File: src/wcn_pkg.sv
//------------------------------------------------------------------------------
// wcn_pkg
// Shared types and constants of the Worley cellular noise block.
//------------------------------------------------------------------------------
`timescale 1ns / 1ps

package wcn_pkg;

    // Item kinds carried in the mode field.
    localparam logic [1:0] MODE_LOAD = 2'd0;
    localparam logic [1:0] MODE_E2D  = 2'd1;
    localparam logic [1:0] MODE_E3D  = 2'd2;
    localparam logic [1:0] MODE_NONE = 2'd3;

    localparam int DIST_W = 20;
    localparam logic [DIST_W-1:0] DIST_MAX = 20'hFFFFF;

    // Sequencer states.
    typedef enum logic [3:0] {
        ST_IDLE,
        ST_CLEAR,
        ST_CELL,
        ST_RD,
        ST_WAIT,
        ST_AXIS,
        ST_SQ,
        ST_ACC,
        ST_SQRT,
        ST_OUT
    } t_state;

endpackage

File: src/wcn_ram.sv
//------------------------------------------------------------------------------
// wcn_ram
// Generic single-port-write, single-port-read RAM with registered read data.
//------------------------------------------------------------------------------
`timescale 1ns / 1ps

module wcn_ram #(
    parameter int WIDTH = 8,
    parameter int DEPTH = 256
) (
    input  logic                     i_clk,
    input  logic                     i_we,
    input  logic [$clog2(DEPTH)-1:0] i_waddr,
    input  logic [WIDTH-1:0]         i_wdata,
    input  logic [$clog2(DEPTH)-1:0] i_raddr,
    output logic [WIDTH-1:0]         o_rdata
);

    logic [WIDTH-1:0] r_mem [DEPTH];
    logic [WIDTH-1:0] r_rdata;

    // Write port and registered read port.
    always_ff @(posedge i_clk) begin
        if (i_we) begin
            r_mem[i_waddr] <= i_wdata;
        end
        r_rdata <= r_mem[i_raddr];
    end

    assign o_rdata = r_rdata;

endmodule

File: src/wcn_sqrt.sv
//------------------------------------------------------------------------------
// wcn_sqrt
// Iterative integer square root, one result bit per cycle, floor.
//------------------------------------------------------------------------------
`timescale 1ns / 1ps

module wcn_sqrt #(
    parameter int IN_W = 64
) (
    input  logic              i_clk,
    input  logic              i_rst_n,
    input  logic              i_start,
    input  logic [IN_W-1:0]   i_value,
    output logic              o_done,
    output logic [IN_W/2-1:0] o_root
);

    localparam int RW = IN_W / 2;
    localparam int CW = $clog2(RW + 1);

    logic [IN_W-1:0] r_rem, n_rem;
    logic [RW-1:0]   r_root, n_root;
    logic [IN_W-1:0] r_src, n_src;
    logic [CW-1:0]   r_cnt, n_cnt;
    logic            r_busy, n_busy;
    logic            r_done, n_done;
    logic [IN_W+1:0] w_trial;
    logic [IN_W+1:0] w_part;

    // Bring down two bits each step and try to subtract 4*root+1.
    always_comb begin
        w_part  = {r_rem, r_src[IN_W-1 -: 2]};
        w_trial = {r_root, 2'b01};
        n_rem   = r_rem;
        n_root  = r_root;
        n_src   = r_src;
        n_cnt   = r_cnt;
        n_busy  = r_busy;
        n_done  = 1'b0;
        if (i_start) begin
            n_rem  = '0;
            n_root = '0;
            n_src  = i_value;
            n_cnt  = CW'(RW);
            n_busy = 1'b1;
        end else if (r_busy) begin
            n_src = {r_src[IN_W-3:0], 2'b00};
            if (w_part >= w_trial) begin
                n_rem  = IN_W'(w_part - w_trial);
                n_root = {r_root[RW-2:0], 1'b1};
            end else begin
                n_rem  = IN_W'(w_part);
                n_root = {r_root[RW-2:0], 1'b0};
            end
            n_cnt = r_cnt - 1'b1;
            if (r_cnt == CW'(1)) begin
                n_busy = 1'b0;
                n_done = 1'b1;
            end
        end
    end

    always_ff @(posedge i_clk) begin
        if (!i_rst_n) begin
            r_busy <= 1'b0;
            r_done <= 1'b0;
            r_cnt  <= '0;
        end else begin
            r_busy <= n_busy;
            r_done <= n_done;
            r_cnt  <= n_cnt;
        end
        r_rem  <= n_rem;
        r_root <= n_root;
        r_src  <= n_src;
    end

    assign o_done = r_done;
    assign o_root = r_root;

endmodule

File: src/wcn_core.sv
//------------------------------------------------------------------------------
// wcn_core
// Sequencer: table clear and loads, chained hash lookups per neighbour cell,
// squared distances, running minimum and final square root.
//------------------------------------------------------------------------------
`timescale 1ns / 1ps

module wcn_core #(
    parameter int TABLE_SIZE = 256,
    parameter int FRAC_BITS  = 16
) (
    input  logic              i_clk,
    input  logic              i_rst_n,
    input  logic              i_valid,
    output logic              o_ready,
    input  logic [1:0]        i_mode,
    input  logic [31:0]       i_x,
    input  logic [31:0]       i_y,
    input  logic [31:0]       i_z,
    input  logic [7:0]        i_tidx,
    input  logic [7:0]        i_tval,
    output logic              o_res_valid,
    output logic [19:0]       o_res,
    input  logic              i_res_taken
);

    localparam int AW   = $clog2(TABLE_SIZE);
    localparam int LIMV = 16 << FRAC_BITS;
    localparam int DW   = FRAC_BITS + 5;       // magnitude up to 16.0
    localparam int SQW  = 2 * DW;
    localparam int SUMW = SQW + 2;

    wcn_pkg::t_state r_st, n_st;

    logic [AW-1:0]   r_clr, n_clr;
    logic            r_3d, n_3d;
    logic signed [31:0] r_x, r_y, r_z, n_x, n_y, n_z;
    logic signed [32:0] r_tx, r_ty, r_tz, n_tx, n_ty, n_tz;
    logic [1:0]      r_i, r_j, r_k, n_i, n_j, n_k;
    logic [1:0]      r_ax, n_ax;      // axis being hashed, 0..2
    logic [2:0]      r_step, n_step;  // position in the lookup chain
    logic [7:0]      r_h, n_h;        // previous lookup result
    logic [DW-1:0]   r_d, n_d;
    logic [SUMW-1:0] r_sum, n_sum;
    logic [SUMW-1:0] r_best, n_best;
    logic            r_first, n_first;
    logic            r_ov, n_ov;
    logic [19:0]     r_res, n_res;
    logic            r_rv, n_rv;

    logic            w_we;
    logic [AW-1:0]   w_waddr, w_raddr;
    logic [7:0]      w_wdata, w_rdata;
    logic            w_sq_start, w_sq_done;
    logic [63:0]     w_sq_in;
    logic [31:0]     w_root;
    logic [SQW-1:0]  w_sq;

    wcn_ram #(.WIDTH(8), .DEPTH(TABLE_SIZE)) u_ram (
        .i_clk  (i_clk),
        .i_we   (w_we),
        .i_waddr(w_waddr),
        .i_wdata(w_wdata),
        .i_raddr(w_raddr),
        .o_rdata(w_rdata)
    );

    wcn_sqrt #(.IN_W(64)) u_sqrt (
        .i_clk  (i_clk),
        .i_rst_n(i_rst_n),
        .i_start(w_sq_start),
        .i_value(w_sq_in),
        .o_done (w_sq_done),
        .o_root (w_root)
    );

    // Truncate toward zero to a cell index.
    function automatic logic signed [32:0] cell_of(input logic signed [31:0] v);
        logic signed [32:0] m;
        m = v;
        if (v[31]) begin
            cell_of = -((-m) >>> FRAC_BITS);
        end else begin
            cell_of = m >>> FRAC_BITS;
        end
    endfunction

    // Clamped absolute axis difference between coordinate and feature point.
    function automatic logic [DW-1:0] axis_d(input logic signed [31:0] c,
                                             input logic signed [32:0] t,
                                             input logic [7:0] h);
        logic signed [63:0] p;
        logic signed [63:0] off;
        logic signed [63:0] d;
        p   = 64'(t) <<< FRAC_BITS;
        off = 64'(h) <<< (FRAC_BITS - 8);
        if (!t[32] && t != 0) p = p + off;
        else if (t[32]) p = p - off;
        d = 64'(c) - p;
        if (d < 0) d = -d;
        if (d > 64'(LIMV)) d = 64'(LIMV);
        axis_d = DW'(d);
    endfunction

    // Square of the current axis difference at full width.
    assign w_sq = r_d * r_d;

    // Index of the current lookup in the chain (base value plus key).
    logic [AW-1:0] w_key;
    always_comb begin
        logic [AW-1:0] seed;
        seed  = AW'(r_ax + 2'd1);
        w_key = seed;
        if (r_3d) begin
            unique case (r_step)
                3'd0: w_key = seed;
                3'd1: w_key = AW'(r_tz) + AW'(r_h);
                3'd2: w_key = AW'(r_ty) + AW'(r_h);
                default: w_key = AW'(r_tx) + AW'(r_h);
            endcase
        end else begin
            unique case (r_step)
                3'd0: w_key = seed;
                3'd1: w_key = AW'(r_ty) + AW'(r_h);
                default: w_key = AW'(r_tx) + AW'(r_h);
            endcase
        end
    end

    logic [2:0] w_last_step;
    assign w_last_step = r_3d ? 3'd3 : 3'd2;

    // Sequencer.
    always_comb begin
        logic [63:0] scaled;
        n_st = r_st; n_clr = r_clr; n_3d = r_3d;
        n_x = r_x; n_y = r_y; n_z = r_z;
        n_tx = r_tx; n_ty = r_ty; n_tz = r_tz;
        n_i = r_i; n_j = r_j; n_k = r_k;
        n_ax = r_ax; n_step = r_step; n_h = r_h;
        n_d = r_d; n_sum = r_sum;
        n_best = r_best; n_first = r_first; n_ov = r_ov;
        n_res = r_res; n_rv = r_rv;
        w_we = 1'b0; w_waddr = r_clr; w_wdata = 8'(r_clr);
        w_raddr = w_key;
        w_sq_start = 1'b0;
        scaled = '0;
        if (2 * FRAC_BITS <= 32) scaled = 64'(r_best) << (32 - 2 * FRAC_BITS);
        else scaled = 64'(r_best >> (2 * FRAC_BITS - 32));
        w_sq_in = scaled;
        o_ready = 1'b0;
        if (i_res_taken) n_rv = 1'b0;
        unique case (r_st)
            wcn_pkg::ST_CLEAR: begin
                w_we = 1'b1;
                n_clr = r_clr + 1'b1;
                if (r_clr == AW'(TABLE_SIZE - 1)) n_st = wcn_pkg::ST_IDLE;
            end
            wcn_pkg::ST_IDLE: begin
                o_ready = 1'b1;
                if (i_valid) begin
                    n_x = i_x; n_y = i_y; n_z = i_z;
                    n_3d = (i_mode == wcn_pkg::MODE_E3D);
                    unique case (i_mode)
                        wcn_pkg::MODE_LOAD: begin
                            w_we = 1'b1;
                            w_waddr = AW'(i_tidx);
                            w_wdata = i_tval;
                        end
                        wcn_pkg::MODE_E2D, wcn_pkg::MODE_E3D: begin
                            n_st = wcn_pkg::ST_CELL;
                            n_i = '0; n_j = '0; n_k = '0;
                            n_first = 1'b1;
                        end
                        default: ;
                    endcase
                end
            end
            wcn_pkg::ST_CELL: begin
                n_tx = cell_of(r_x) + 33'(r_i) - 33'sd1;
                n_ty = cell_of(r_y) + 33'(r_j) - 33'sd1;
                n_tz = cell_of(r_z) + 33'(r_k) - 33'sd1;
                n_ax = '0; n_step = '0; n_sum = '0;
                n_st = wcn_pkg::ST_RD;
            end
            wcn_pkg::ST_RD: begin
                n_st = wcn_pkg::ST_WAIT;
            end
            wcn_pkg::ST_WAIT: begin
                n_h = w_rdata;
                if (r_step == w_last_step) begin
                    n_st = wcn_pkg::ST_AXIS;
                end else begin
                    n_step = r_step + 1'b1;
                    n_st = wcn_pkg::ST_RD;
                end
            end
            wcn_pkg::ST_AXIS: begin
                if (r_ax == 2'd0) begin
                    n_d = axis_d(r_x, r_tx, r_h);
                end else if (r_ax == 2'd1) begin
                    n_d = axis_d(r_y, r_ty, r_h);
                end else begin
                    n_d = axis_d(r_z, r_tz, r_h);
                end
                n_st = wcn_pkg::ST_SQ;
            end
            wcn_pkg::ST_SQ: begin
                n_sum = r_sum + SUMW'(w_sq);
                if ((r_3d && r_ax == 2'd2) || (!r_3d && r_ax == 2'd1)) begin
                    n_st = wcn_pkg::ST_ACC;
                end else begin
                    n_ax = r_ax + 1'b1;
                    n_step = '0;
                    n_st = wcn_pkg::ST_RD;
                end
            end
            wcn_pkg::ST_ACC: begin
                if (r_first || r_sum < r_best) n_best = r_sum;
                n_first = 1'b0;
                n_st = wcn_pkg::ST_CELL;
                if (r_3d && r_k != 2'd2) begin
                    n_k = r_k + 1'b1;
                end else begin
                    n_k = '0;
                    if (r_j != 2'd2) begin
                        n_j = r_j + 1'b1;
                    end else begin
                        n_j = '0;
                        if (r_i != 2'd2) begin
                            n_i = r_i + 1'b1;
                        end else begin
                            n_st = wcn_pkg::ST_SQRT;
                            w_sq_start = 1'b0;
                        end
                    end
                end
                if (n_st == wcn_pkg::ST_SQRT) begin
                    n_ov = 1'b0;
                end
            end
            wcn_pkg::ST_SQRT: begin
                if (!r_ov) begin
                    w_sq_start = 1'b1;
                    n_ov = 1'b1;
                end else if (w_sq_done) begin
                    n_st = wcn_pkg::ST_OUT;
                end
            end
            // The root stays in the square root unit until the output register is free.
            wcn_pkg::ST_OUT: begin
                if (!r_rv || i_res_taken) begin
                    n_res = (w_root > 32'(wcn_pkg::DIST_MAX)) ? wcn_pkg::DIST_MAX
                                                              : w_root[19:0];
                    n_rv = 1'b1;
                    n_st = wcn_pkg::ST_IDLE;
                end
            end
            default: n_st = wcn_pkg::ST_IDLE;
        endcase
    end

    always_ff @(posedge i_clk) begin
        if (!i_rst_n) begin
            r_st  <= wcn_pkg::ST_CLEAR;
            r_clr <= '0;
            r_rv  <= 1'b0;
            r_ov  <= 1'b0;
        end else begin
            r_st  <= n_st;
            r_clr <= n_clr;
            r_rv  <= n_rv;
            r_ov  <= n_ov;
        end
        r_3d <= n_3d; r_x <= n_x; r_y <= n_y; r_z <= n_z;
        r_tx <= n_tx; r_ty <= n_ty; r_tz <= n_tz;
        r_i <= n_i; r_j <= n_j; r_k <= n_k;
        r_ax <= n_ax; r_step <= n_step; r_h <= n_h;
        r_d <= n_d; r_sum <= n_sum;
        r_best <= n_best; r_first <= n_first; r_res <= n_res;
    end

    assign o_res_valid = r_rv;
    assign o_res       = r_res;

endmodule

File: src/worley_cell_noise_nearest.sv
//------------------------------------------------------------------------------
// worley_cell_noise_nearest
// Worley cellular noise, nearest feature distance in 2D or 3D.
//------------------------------------------------------------------------------
// Channel | Dir | tdata fields (lowest bit first)                  | tuser
// s_axis  | in  | coord_x[31:0], coord_y, coord_z, table_index,    | mode[1:0]
//         |     | table_value (112 bits)                            |
// m_axis  | out | distance[19:0], zero fill to 24 bits              | -
//
// A load item is written to the table on acceptance. An evaluate item walks 9 or 27
// cells; each cell runs 2 or 3 chains of 3 or 4 dependent table reads (each through
// the RD and WAIT states at the table memory port) plus the AXIS and SQ states per
// axis and the CELL and ACC states per cell, then the square root and the OUT state.
// After reset the table is cleared to identity before the first item is accepted.
// A finished result waits in the output register; a new item is accepted then.
`timescale 1ns / 1ps

module worley_cell_noise_nearest #(
    parameter int TABLE_SIZE = 256,
    parameter int FRAC_BITS  = 16
) (
    input  logic         i_clk,
    input  logic         i_rst_n,
    input  logic         s_axis_tvalid,
    output logic         s_axis_tready,
    input  logic [111:0] s_axis_tdata,  // coord_x, coord_y, coord_z, table_index, table_value
    input  logic [1:0]   s_axis_tuser,  // mode
    output logic         m_axis_tvalid,
    input  logic         m_axis_tready,
    output logic [23:0]  m_axis_tdata   // distance, zero fill
);

    logic [19:0] w_res;

    wcn_core #(.TABLE_SIZE(TABLE_SIZE), .FRAC_BITS(FRAC_BITS)) u_core (
        .i_clk      (i_clk),
        .i_rst_n    (i_rst_n),
        .i_valid    (s_axis_tvalid),
        .o_ready    (s_axis_tready),
        .i_mode     (s_axis_tuser),
        .i_x        (s_axis_tdata[31:0]),
        .i_y        (s_axis_tdata[63:32]),
        .i_z        (s_axis_tdata[95:64]),
        .i_tidx     (s_axis_tdata[103:96]),
        .i_tval     (s_axis_tdata[111:104]),
        .o_res_valid(m_axis_tvalid),
        .o_res      (w_res),
        .i_res_taken(m_axis_tvalid && m_axis_tready)
    );

    assign m_axis_tdata = {4'b0000, w_res};

endmodule

File: config.mk
export PLATFORM = sky130hd
export DESIGN_NAME = worley_cell_noise_nearest
export DESIGN_NICKNAME = d
export VERILOG_FILES = /design/src/wcn_pkg.sv /design/src/wcn_ram.sv /design/src/wcn_sqrt.sv /design/src/wcn_core.sv /design/src/worley_cell_noise_nearest.sv
export SDC_FILE = /design/constraint.sdc
export NUM_CORES = 2
export LEC_CHECK = 0
export BUFFER_PORTS_ARGS = -buffer_cell sky130_fd_sc_hd__buf_2
export CAP_MARGIN = 20
export CORE_MARGIN = 2
export CORE_UTILIZATION = 30
export DETAILED_ROUTE_END_ITERATION = 12
export MAX_ROUTING_LAYER = met4
export PLACE_DENSITY = 0.55
export SLEW_MARGIN = 30
export SYNTH_ARGS = -nofsm -noshare
export SYNTH_HDL_FRONTEND = slang
export SYNTH_HIERARCHICAL = 1
export SYNTH_SLANG_ARGS = --single-unit
export TNS_END_PERCENT = 50
File: constraint.sdc
create_clock -name i_clk -period 7.2 [get_ports i_clk]
set_input_delay 0.72 -clock i_clk [delete_from_list [all_inputs] [get_ports i_clk]]
set_output_delay 0.72 -clock i_clk [all_outputs]
set_load 0.01 [all_outputs]
* Yosys cells after proc, flatten, opt, wreduce, memory -nomap -nowiden
Memories as Yosys holds them, arrays and structs flattened. A register that Yosys moved wholly into a read port is not among the register bits.
Cells that the tools add are included.
** Storage, ports and cells
- Flip-flop bits (word level) :: 527
- Logic and storage cells :: 256
- Input bits :: 118
- Output and inout port bits :: 26
- Memories :: 1
- RAM bits :: 2048
** Memory list
- u_core.u_ram.r_mem :: depth 256, width 8, rd ports 1, clocked after Yosys merged registers in 1, write ports 1, RTL line wcn_ram.sv:19 : logic [WIDTH-1:0] r_mem [DEPTH];
** Operators by class
- Multiplexer cells :: 102
- Bitwise logic cells :: 2
- Order comparisons :: 9
- Equal/unequal tests :: 34
- Reductions and logical operators :: 40
- Multipliers :: 1
- $add $sub $neg :: 37
** Operator list (number)
- $mux W64 :: 26
- $mux W33 :: 6
- $gt A64 B22 Y1 const B :: 3
- $lt A64 B1 Y1 const B :: 3
- $neg A64 Y64 :: 3
- $sub A32 B64 Y64 :: 3
- $add A49 B17 Y50 :: 3
- $sub A49 B17 Y50 :: 3
- $mux W21 :: 5
- $add A33 B2 Y33 :: 3
- $neg A17 Y33 :: 3
- $neg A32 Y33 :: 3
- $reduce_bool A33 Y1 :: 3
- $sub A33 B1 Y33 const B :: 3
- $mux W44 :: 2
- $pmux W44 S2 :: 1
- $ge A66 B34 Y1 :: 1
- $sub A64 B34 Y64 :: 1
- $mux W8 :: 7
- $add A44 B42 Y44 :: 1
- $lt A44 B44 Y1 :: 1
- $mul A21 B21 Y42 :: 1
- $mux W4 :: 10
- $pmux W4 S10 :: 1
- other kinds (44) :: 129

* Longest topological paths before layout
- Depth after elaboration :: 16
- Depth in mapped cells :: 33

* Cells and area by module
Netlist, hierarchy kept.
** By module, submodules not included
- wcn_ram :: instances 1, area an instance 79556.3 µm², cells each 3733
- wcn_core :: instances 1, area an instance 50244.4 µm², cells each 5766
- wcn_sqrt :: instances 1, area an instance 9291.4 µm², cells each 971
- worley_cell_noise_nearest :: instances 1, area an instance 40.0 µm², cells each 6

* Least setup slack after synthesis
OpenSTA, ideal clock, no wires.
- Path kind :: register to register
- From :: reg u_core.r_d[6]
- To :: reg u_core.r_sum[43] (data pin)
- Clock period less this slack :: 7854 ps
- Cell stages (with the launch flop) :: 30
- Path buffers :: 2
- Arrival :: 7588 ps
- Setup slack :: -654 ps
- Data required time :: 6934 ps
- Library setup time :: 266 ps
- Path through :: edfxtp_1 clkbuf_1 clkbuf_1 nand2_1 fa_1 inv_1 fa_1 fa_1 inv_1 fa_1 inv_1 ha_1 inv_1 fa_1 inv_1 fa_1 ha_1 and3_1 a211oi_1 o31ai_1 o41ai_1 o211ai_1 nand3_1 a211oi_1 o41ai_1 and3b_1 or3_1 a21oi_1 xnor2_1 nor2_1
** On the way
- Longest elaborated chain between the ends :: 3
** Ends and longest elaborated chain
- start, declared :: RTL line wcn_core.sv:43 : logic [DW-1:0] r_d, n_d;
- start signal, assigned :: RTL line wcn_core.sv:279 : r_d <= n_d; r_sum <= n_sum;
- $mul A21 B21 Y42 :: RTL line wcn_core.sv:106 : assign w_sq = r_d * r_d;
- $add A44 B42 Y44 :: RTL line wcn_core.sv:209 : n_sum = r_sum + SUMW'(w_sq);
- $pmux W44 S2 :: RTL line wcn_core.sv:153 : unique case (r_st)
- end signal, assigned :: RTL line wcn_core.sv:279
- end, declared :: RTL line wcn_core.sv:44 : logic [SUMW-1:0] r_sum, n_sum;
Every way passes these cells.
A chain may end at the register's enable or synchronous reset.

* Worst setup path after layout
- From :: reg u_core.r_d[0]
- To :: reg u_core.r_sum[43] (data pin)
The elaborated chain is that of the path after synthesis.

==> results <==
- The worst-case headroom to the max-slew limit is 29.6%.
- The worst reg2reg path startpoint is u_core/r_d[0].
- The total count of max-transition violations in the final report is 0.
- The worst setup path is launched from a flip-flop.
- The count of final hold-check violations came to 0.
- Yosys instantiated no cell more often than sky130_fd_sc_hd__edfxtp_1.
- The clock skew after layout is 0.0799 ns.
- The standard cell with the maximum stage delay on the critical path is sky130_fd_sc_hd__edfxtp_1.
- After legalization and detailed placement, the total HPWL measured 284000 um.
- After technology mapping, the gate count stands at 10476.
- For this block, the initial DRC count from the detailed router was 7473.
- The CTS tree is yes.
- Clock-pin slew was measured on the worst setup and hold paths at 0.05 ns.
- The largest single stage delay on the critical path is 0.52 ns.
- Across the VDD grid, the largest voltage drop is 199 uV.
- Yosys attributes the largest share of cell area to sky130_fd_sc_hd__edfxtp_1 (53%), sky130_fd_sc_hd__mux4_2 (7.3%), sky130_fd_sc_hd__fa_1 (5.1%).
- The share of synthesized flip-flops with an asynchronous set or reset is 0%.
- Sequential cells were found to cover 54.8% of the synthesized design area.
- The number of iterations in the first detailed-routing pass is 6.
- The data required time at the worst endpoint is 7.82 ns.
- The clock root buffer is sky130_fd_sc_hd__clkbuf_16.
- The H-tree was split into 5 levels.
- The path class of the tightest hold or removal check is input port to flip-flop.
- The nature of the critical path endpoint is a flip-flop.
- After layout, the worst path uses 105% of the clock period.
- The number of antenna violations at the first check in global routing is 9.
- The via count of the first global-routing pass came to 92830.
- Counting every sink on the clock net gives 2583.
- The routed layout has 92582 vias.
- The number of remaining DRC errors is 0.
- The starting density of the core is roughly 30%.
- In this run the remaining antenna-violating nets after routing total 0.
- In the global route stage, met3 resource usage came out at around 2%.
- The commonest cells after synthesis are sky130_fd_sc_hd__edfxtp_1 (2457), sky130_fd_sc_hd__nor2_1 (826), sky130_fd_sc_hd__inv_1 (710).
- The most used flip-flop cell after synthesis is sky130_fd_sc_hd__edfxtp_1.
- The worst path setup slack after routing is -0.349 ns.
- The average size of a mapped cell is between 10 and 15 um2.
- Synthesis inferred 2583 register bits.
- The final reports fail on negative setup slack.
- For this run, the total global-route usage over all layers was measured as 17.1%.
- Summed over all layers, the routed wires come to between 400000 and 500000 um.
- The area share of the largest cell type after synthesis is 53.0%.
- By startpoint and endpoint, the worst setup path is classified as flip-flop to flip-flop.
- Compared with the post-synthesis result, the final layout area differs by 21.1%.
- Timing would allow up to 132 MHz.
- The die covers 469000 um2.
- After synthesis the cells add up to 139000 um2.
- For the pin with the worst max-slew slack, the measured transition is around 1.1 ns.
- TritonCTS created 293 clock buffers.
- The biggest area contributor in the post-synthesis netlist is sky130_fd_sc_hd__edfxtp_1.
- The leakage power of the design is 59.8 nW.
- The count of buffers added on input and output ports is 139.
- The total number of nets in the final design is 12914.
- The startpoint identified for the worst hold timing path is s_axis_tdata[92].
- The minimum clock period is 7.55 ns.
- Data on the critical path arrives at its endpoint at 8.17 ns.
- Of the cells placed in the final design, the portion with a size suffix greater than 1 is ~24%.
- The placed cell count is 17684.
- The number of flops mapped to enable cells by yosys is 2457.
- The total placed instance area is 156000 um2.
- The register-to-register setup slack is -0.35 ns.
- After detailed routing, the average wire length per cell comes to 21.9 um.
- The yosys synthesis warning count is 6.
- After global routing the overflow that remains totals 0.
- The setup TNS is -7.32 ns.
- The worst reg-to-reg path cell count is 27.
- After floorplanning, the core was sized to cover around 460000 um2.
- The worst hold path terminates at u_core/r_z[28].
- The capture point of the worst reg-to-reg path is u_core/r_sum[43].
- The first global-routing pass estimated 597000 um of wire.
- Counting instances, the worst hold path has a depth of 1.
- The design area is ~170000 um2.
- The count of cell types in the netlist is 128.
- From bottom edge to top edge, the die measures 685 um.
- The width of the die is roughly 690 um.
- Entering global routing, the biggest net connects approximately 150 pins.
- Before CTS, the worst setup slack after placement is -0.617 ns.
- Of all nets on the critical path, the largest fanout is 7.
- The floorplan has 250 rows.
- The final weighted congestion of routability-driven global placement is ~0.91.
- The post-route non-filler standard cell count is 18349.
- The number of top-level pins is 144.
- In the routed layout, each cell is associated on average with a via count of ~5.0.
- Power spread over the standard cell area amounts to ~190 nW/um2.
- The run finished, with violations left.
- The maximum count of clock buffers along a single path is 4.
- The global-route track usage on met1 is 21.8%.
- For met2 alone, demand over resource in global routing was 28.5%.
- The setup-violating endpoint count in the final report is 28.
- Setup repair after global routing could not meet its margin everywhere.
- The layer with the highest usage is met2.
- Max-cap violations in this run came to 0.
- The clock reaches the later pin of the worst-skew pair after ~0.93 ns.
- The most frequent cell on the critical path is sky130_fd_sc_hd__fa_1.
cells by family (layout without fill, tap and decap cells):
kind of cell	count (synthesis)	in the layout	synth area share [%]
other cells	2	36	0.00540
xor+xnor	537	537	3.38
simple gates	2739	2739	9.87
flops	2583	2583	54.8
buf+inv	1168	2833	3.61
mux	751	751	9.59
fa+ha+maj	865	865	9.71
compound gates	1831	1831	9.01
worst max-delay path by stage:
stage          depth (start not counted)          start          endpoint
6_report                              27  u_core/r_d[0]  u_core/r_sum[43]
5_1_grt                               29  u_core/r_d[1]  u_core/r_sum[43]
4_1_cts                               27  u_core/r_d[0]  u_core/r_sum[43]
3_5_place_dp                          28  u_core/r_d[1]  u_core/r_sum[43]
3_3_place_gp                          27  u_core/r_d[0]  u_core/r_sum[43]
2_1_floorplan                         27  u_core/r_d[2]  u_core/r_sum[43]
metal layers:
| layer | vias to the layer above | routed length, um | part of all wire (%) |
|---|---|---|---|
| met5 | - | 0 | 0 |
| met2 | 2338 | 196000 | 49 |
| met4 | 0 | 14600 | 3.6 |
| met3 | 592 | 20400 | 5.1 |
| met1 | 47117 | 170000 | 42 |
| li1 | 42535 | - | - |
sequential cells by signal, indices dropped and copies added (netlist names), 33 cells and up:
register / flops
u_core/r_ty: 33
u_core/u_sqrt/r_rem: 64
u_core/r_tx: 33
u_core/u_sqrt/r_src: 64
u_core/r_best: 44
u_core/u_ram/r_mem: 2048
u_core/r_sum: 44
u_core/r_tz: 33
cell type report:
cell class / count / area [um2]
antenna: 12 / 30.0
clock buffer: 371 / 7820
clock inverter: 156 / 1570
fill: 44423 / 294000
inverter: 715 / 2680
multi-input combinational: 6747 / 60000
sequential: 2583 / 76300
tap: 6174 / 7720
timing repair buffer: 1591 / 12400
through the flow:
stage	hold slack, ns	total power [W]	utilization, %
final	0.0511	0.0320	36.4
after global routing	0.0220	0.0330	36.4
after CTS	0.00200	0.0324	36.1
after detailed placement	0.389	0.0176	33.8
after global placement	0.393	0.0176	33.8
after floorplan	0.386	0.0173	-
power breakdown:
part | total, W | switching, W | leakage, nW | internal (W)
combinational | 0.000870 | 0.000563 | 32.3 | 0.000307
sequential | 0.0165 | 0.0000691 | 23.0 | 0.0164
clock | 0.0147 | 0.00621 | 4.52 | 0.00847
total | 0.0320 | 0.00685 | 59.8 | 0.0252
worst max-delay path: cells and delay by family (launching register included):
kind	cells	cell delay [ns]
adders and majority gates	8	3.54
AOI/OAI and AO/OA	7	1.39
and+or+nand+nor	6	1.38
DFF	1	0.52
buffers and inverters	5	0.36
xor gates and xnor gates	1	0.12
cells in the final DEF (no fill, tap or decap), drive strengths merged, types with 55 or more instances in the layout:
master | synthesis | routed
a211oi | 98 | 98
a21o | 147 | 147
a21oi | 458 | 458
a22oi | 147 | 147
a31oi | 70 | 70
and2 | 177 | 177
and3 | 65 | 65
buf | 152 | 1536
clkbuf | 301 | 373
clkinv | 5 | 110
dfxtp | 126 | 126
edfxtp | 2457 | 2457
fa | 357 | 357
ha | 508 | 508
inv | 710 | 723
mux2 | 86 | 86
mux2i | 209 | 209
mux4 | 456 | 456
nand2 | 537 | 537
nand2b | 95 | 95
nand3 | 194 | 194
nand4 | 75 | 75
nor2 | 826 | 826
nor2b | 101 | 101
nor3 | 229 | 229
nor4 | 127 | 127
o211ai | 63 | 63
o21a | 55 | 55
o21ai | 294 | 294
o221ai | 71 | 71
or2 | 72 | 72
or3 | 76 | 76
xnor2 | 362 | 362
xor2 | 175 | 175
what timing repair did:
item | CTS | global route
hold buffers | 53 | 0
cloned | 0 | 3
pin swaps | 78 | 86
gates resized for setup | 116 | 195
setup buffers | 33 | 31
hold endpoints to repair | 53 | 0
setup endpoints to repair | 34 | 51
Power figures use the tool's default switching activity.
